**src/rtl/assert_macros.svh**
```systemverilog
// Assertion macros used by the RTL.
`ifndef ASSERT_MACROS_SVH
`define ASSERT_MACROS_SVH
`ifndef NO_ASSERTIONS
`define ASSERT_CLK(label, clk, rst, prop, msg) \
  label: assert property (@(posedge clk) disable iff (rst) (prop)) else $error(msg);
`define ASSERT_CLK_NR(label, clk, prop, msg) \
  label: assert property (@(posedge clk) (prop)) else $error(msg);
`else
`define ASSERT_CLK(label, clk, rst, prop, msg)
`define ASSERT_CLK_NR(label, clk, prop, msg)
`endif
`endif

```
**src/rtl/aipr_ram.sv**
```systemverilog
`timescale 1ns / 1ps
module aipr_ram #(
  parameter int WIDTH = 8,
  parameter int DEPTH = 256
) (
  input  logic                     clk,
  input  logic                     we,
  input  logic [$clog2(DEPTH)-1:0] waddr,
  input  logic [WIDTH-1:0]         wdata,
  input  logic [$clog2(DEPTH)-1:0] raddr,
  output logic [WIDTH-1:0]         rdata
);
  logic [WIDTH-1:0] mem [DEPTH];

  always_ff @(posedge clk) begin
    if (we) begin
      mem[waddr] <= wdata;
    end
    rdata <= mem[raddr];
  end
endmodule

```
**config.mk**
```make
export PLATFORM = sky130hd
export DESIGN_NAME = aipr_ram
export DESIGN_NICKNAME = d
export VERILOG_FILES = /design/src/rtl/assert_macros.svh /design/src/rtl/aipr_ram.sv
export SDC_FILE = /design/constraint.sdc
export NUM_CORES = 2
export LEC_CHECK = 0
export BUFFER_PORTS_ARGS = -buffer_cell sky130_fd_sc_hd__buf_2
export CELL_PAD_IN_SITES_DETAIL_PLACEMENT = 1
export CELL_PAD_IN_SITES_GLOBAL_PLACEMENT = 1
export CORE_MARGIN = 1
export CORE_UTILIZATION = 45
export DETAILED_ROUTE_END_ITERATION = 16
export PLACE_DENSITY_LB_ADDON = 0.1
export SYNTH_ARGS = -nofsm -noshare
export SYNTH_HDL_FRONTEND = slang
export SYNTH_SLANG_ARGS = --single-unit
```
**constraint.sdc**
```tcl
create_clock -name clk -period 2.9 [get_ports clk]
set_input_delay 0.435 -clock clk [delete_from_list [all_inputs] [get_ports clk]]
set_output_delay 0.435 -clock clk [all_outputs]
set_load 0.005 [all_outputs]
```
==> metrics <==
slew margin rel.=35.3%; synth unique cells=55; port bufs=33; maximum VDD drop=601 µV; Post-Route WL=222000 µm; clock buffer depth=3; Tmin final=2.66 ns; Critical Path AT=3.39 ns; final net count=4413; Post-synth EDFFs=~2000; Final Setup Violations=0; Sink Count=about 2000; Req. time, crit path=3.63 ns; Synth top area share=77.3%; Max stage delay cell, worst path=nor4_1; Crit path largest cell delay=0.64 ns; Fin Hold WS=0.112 ns; ys flop type=edfxtp_1; GPL Wtd Cong=0.841; PwrDens=675 nW/µm²; multi-input logic area=16500 µm²; Syn Inst Count=3733; worst skew pair latency=roughly 0.83 ns; filler cell count=15162; wire per inst=32.3 µm; maxcap violations=0; routed via count=40990; final-report max-slew violation count=0; Cell Area, Synth=79600 µm²; remaining global-route overflow=0; Ports=34; Std-Cell Rows=153; Synth Net Count=3759; Reg area=61700 µm²; dpl hpwl=146000 µm; crit path cell chain=mux4_2 -> nor2b_1 -> a211oi_1 -> buf_4 -> nor3_1 -> nor4_1 -> buf_4 -> nor4_1; root buf cell=clkbuf_16; biggest area consumer among synthesized cells=edfxtp_1; register area share after synthesis=77.5%; effective utilization at floorplan=a little under half; total track usage=25.1%; endpoint type of the worst setup path=register; most common cell in the synthesized netlist=edfxtp_1; drt first-iter violations=around 3700; Hold Fails Final Rpt=0; status=finished, final reports clean; Core Region=175000 µm²; vias per cell=5.95; Worst-path clk slew=about 0.06 ns; global-route wire length before repair=roughly 320000 µm; Hold Path Class=input port to register; Startpoint Class=register; Worst Path Buf+Inv=2; final core utilization=53.8%; Clock Skew=0.0323 ns; register bit total from synthesis=2056; critical path's top delay family=simple AND/OR/NAND/NOR gates; crit share post-route=about nine tenths; largest net degree at the start of global routing=112; H-tree depth=4; largest cells by area after synthesis=edfxtp_1 (77%), mux4_2 (13%), mux2i_1 (1.7%), nor2_1 (1.3%), a22oi_1 (1.3%); leakage power=30.4 nW; Inserted Clock Buffers=212; die width=422 µm; crit-path max FO=1; die height=~420 µm; P&R area growth vs syn=18.1%; CTS tree=done; first-pass iteration count of the detailed router=6; critical path class=register to register; Fmax=377 MHz; syn avg cell area=between 20 and 25 µm²; Post-route DRC=0; antenna-violating nets left=0; synth cell count leaders=edfxtp_1 (2048), mux4_2 (454), nor2_1 (282); FFs w/ async S/R, synth=0%; Die ar.=approximately 180000 µm²; Yosys warnings=0; initial antenna violation count=13; Worst-Margin Slew=approximately 0.97 ns; vias in the first global route=43232; RSZ-0062 raised after global routing=no; share of layout cells above drive strength 1=31.7%
## worst paths after layout
kind / startpoint / end / slack, ns / cells after the start
worst min register to register: mem[7][6] / rdata[6] / 1.10 / 7
worst min-delay path: wdata[1] / mem[86][1] / 0.11 / 1
worst max register to register: mem[101][1] / rdata[1] / 0.24 / 8
worst max-delay path: mem[101][1] / rdata[1] / 0.24 / 8
## power breakdown
group	internal, W	switching, W	total [W]	leakage [nW]
clock network	0.0158	0.0113	0.0271	3.40
logic	0.00134	0.00212	0.00346	8.54
registers	0.0328	0.0000428	0.0328	18.5
total	0.0499	0.0135	0.0634	30.4
## cells by family (layout without fill, tap and decap cells)
group | count (synthesis) | in the layout | share of synthesized area [%]
flip-flops | 2056 | 2056 | 77.5
multiplexers | 591 | 591 | 14.6
AO/OA/AOI/OAI | 385 | 385 | 3.42
other | 0 | 2 | 0
buffers and inverters | 235 | 1068 | 1.83
AND/OR/NAND/NOR | 466 | 466 | 2.63
## sequential cells by signal, indices dropped and copies added, names as in the netlist
signal,count
mem,2048
rdata,8
## placed cells by master (no fill, tap or decap), types with 5 or more instances in the layout
cell type,Yosys,layout
nand2b_1,8,8
mux2i_1,134,134
mux4_2,454,454
nand2_1,33,33
a221oi_1,13,13
buf_12,8,73
clkinvlp_4,0,5
a21oi_1,96,96
o22ai_1,28,28
clkbuf_8,0,15
clkbuf_1,111,31
clkinv_1,1,61
buf_4,27,567
o221ai_1,46,46
edfxtp_1,2048,2048
and2_1,6,6
a22o_1,8,8
nor2b_1,31,28
a22oi_1,133,133
o211ai_1,10,10
bufinv_16,0,22
inv_6,0,6
nor3_1,22,22
nor2_1,282,279
clkinv_2,0,38
nor4_1,24,23
dfxtp_1,8,8
clkbuf_16,0,219
nand3_1,34,34
buf_2,31,21
o21ai_0,10,10
o22a_1,5,5
a211oi_1,16,16
nand4_1,10,10
## through the flow
stage	setup TNS (ns)	total power, W	instances	setup slack, ns	area [µm²]
final	0	0.0634	6893	0.244	94000
after global routing	0	0.0650	6892	0.212	94000
after CTS	0	0.0639	6891	0.221	94000
after detailed placement	-3.60	0.0369	6496	-0.684	87000
after global placement	-3.11	0.0368	6496	-0.693	87000
after floorplan	0	0.0350	3733	0.527	79600
## layer usage
metal  track usage, %  vias to the layer above  wire length, µm
met3             3.38                      306            12100
met4             7.22                        0             6180
met5                0                        -                0
li1                 -                    17010                -
met2             41.6                     1414           111000
met1             34.9                    22260            93500
## repair_timing
item | 4_1_cts | 5_1_grt
resized for setup | 1 | 0
buffers inserted | 0 | 0
endpoints found under the hold margin | 28 | 0
endpoints found under the setup margin | 1 | 0
hold buffers | 2 | 0
## area by class of cell
type                            instances  share of cell area, %
Clock buffer                          257                   6.06
Antenna cell                            2                0.00533
Inverter                                2                0.00799
Sequential cell                      2056                   65.6
Timing Repair Buffer                  673                   6.37
Multi-Input combinational cell       1442                   17.5
Clock inverter                        136                   1.33
Tap cell                             2325                   3.10
(Power assumes the default switching activity.)
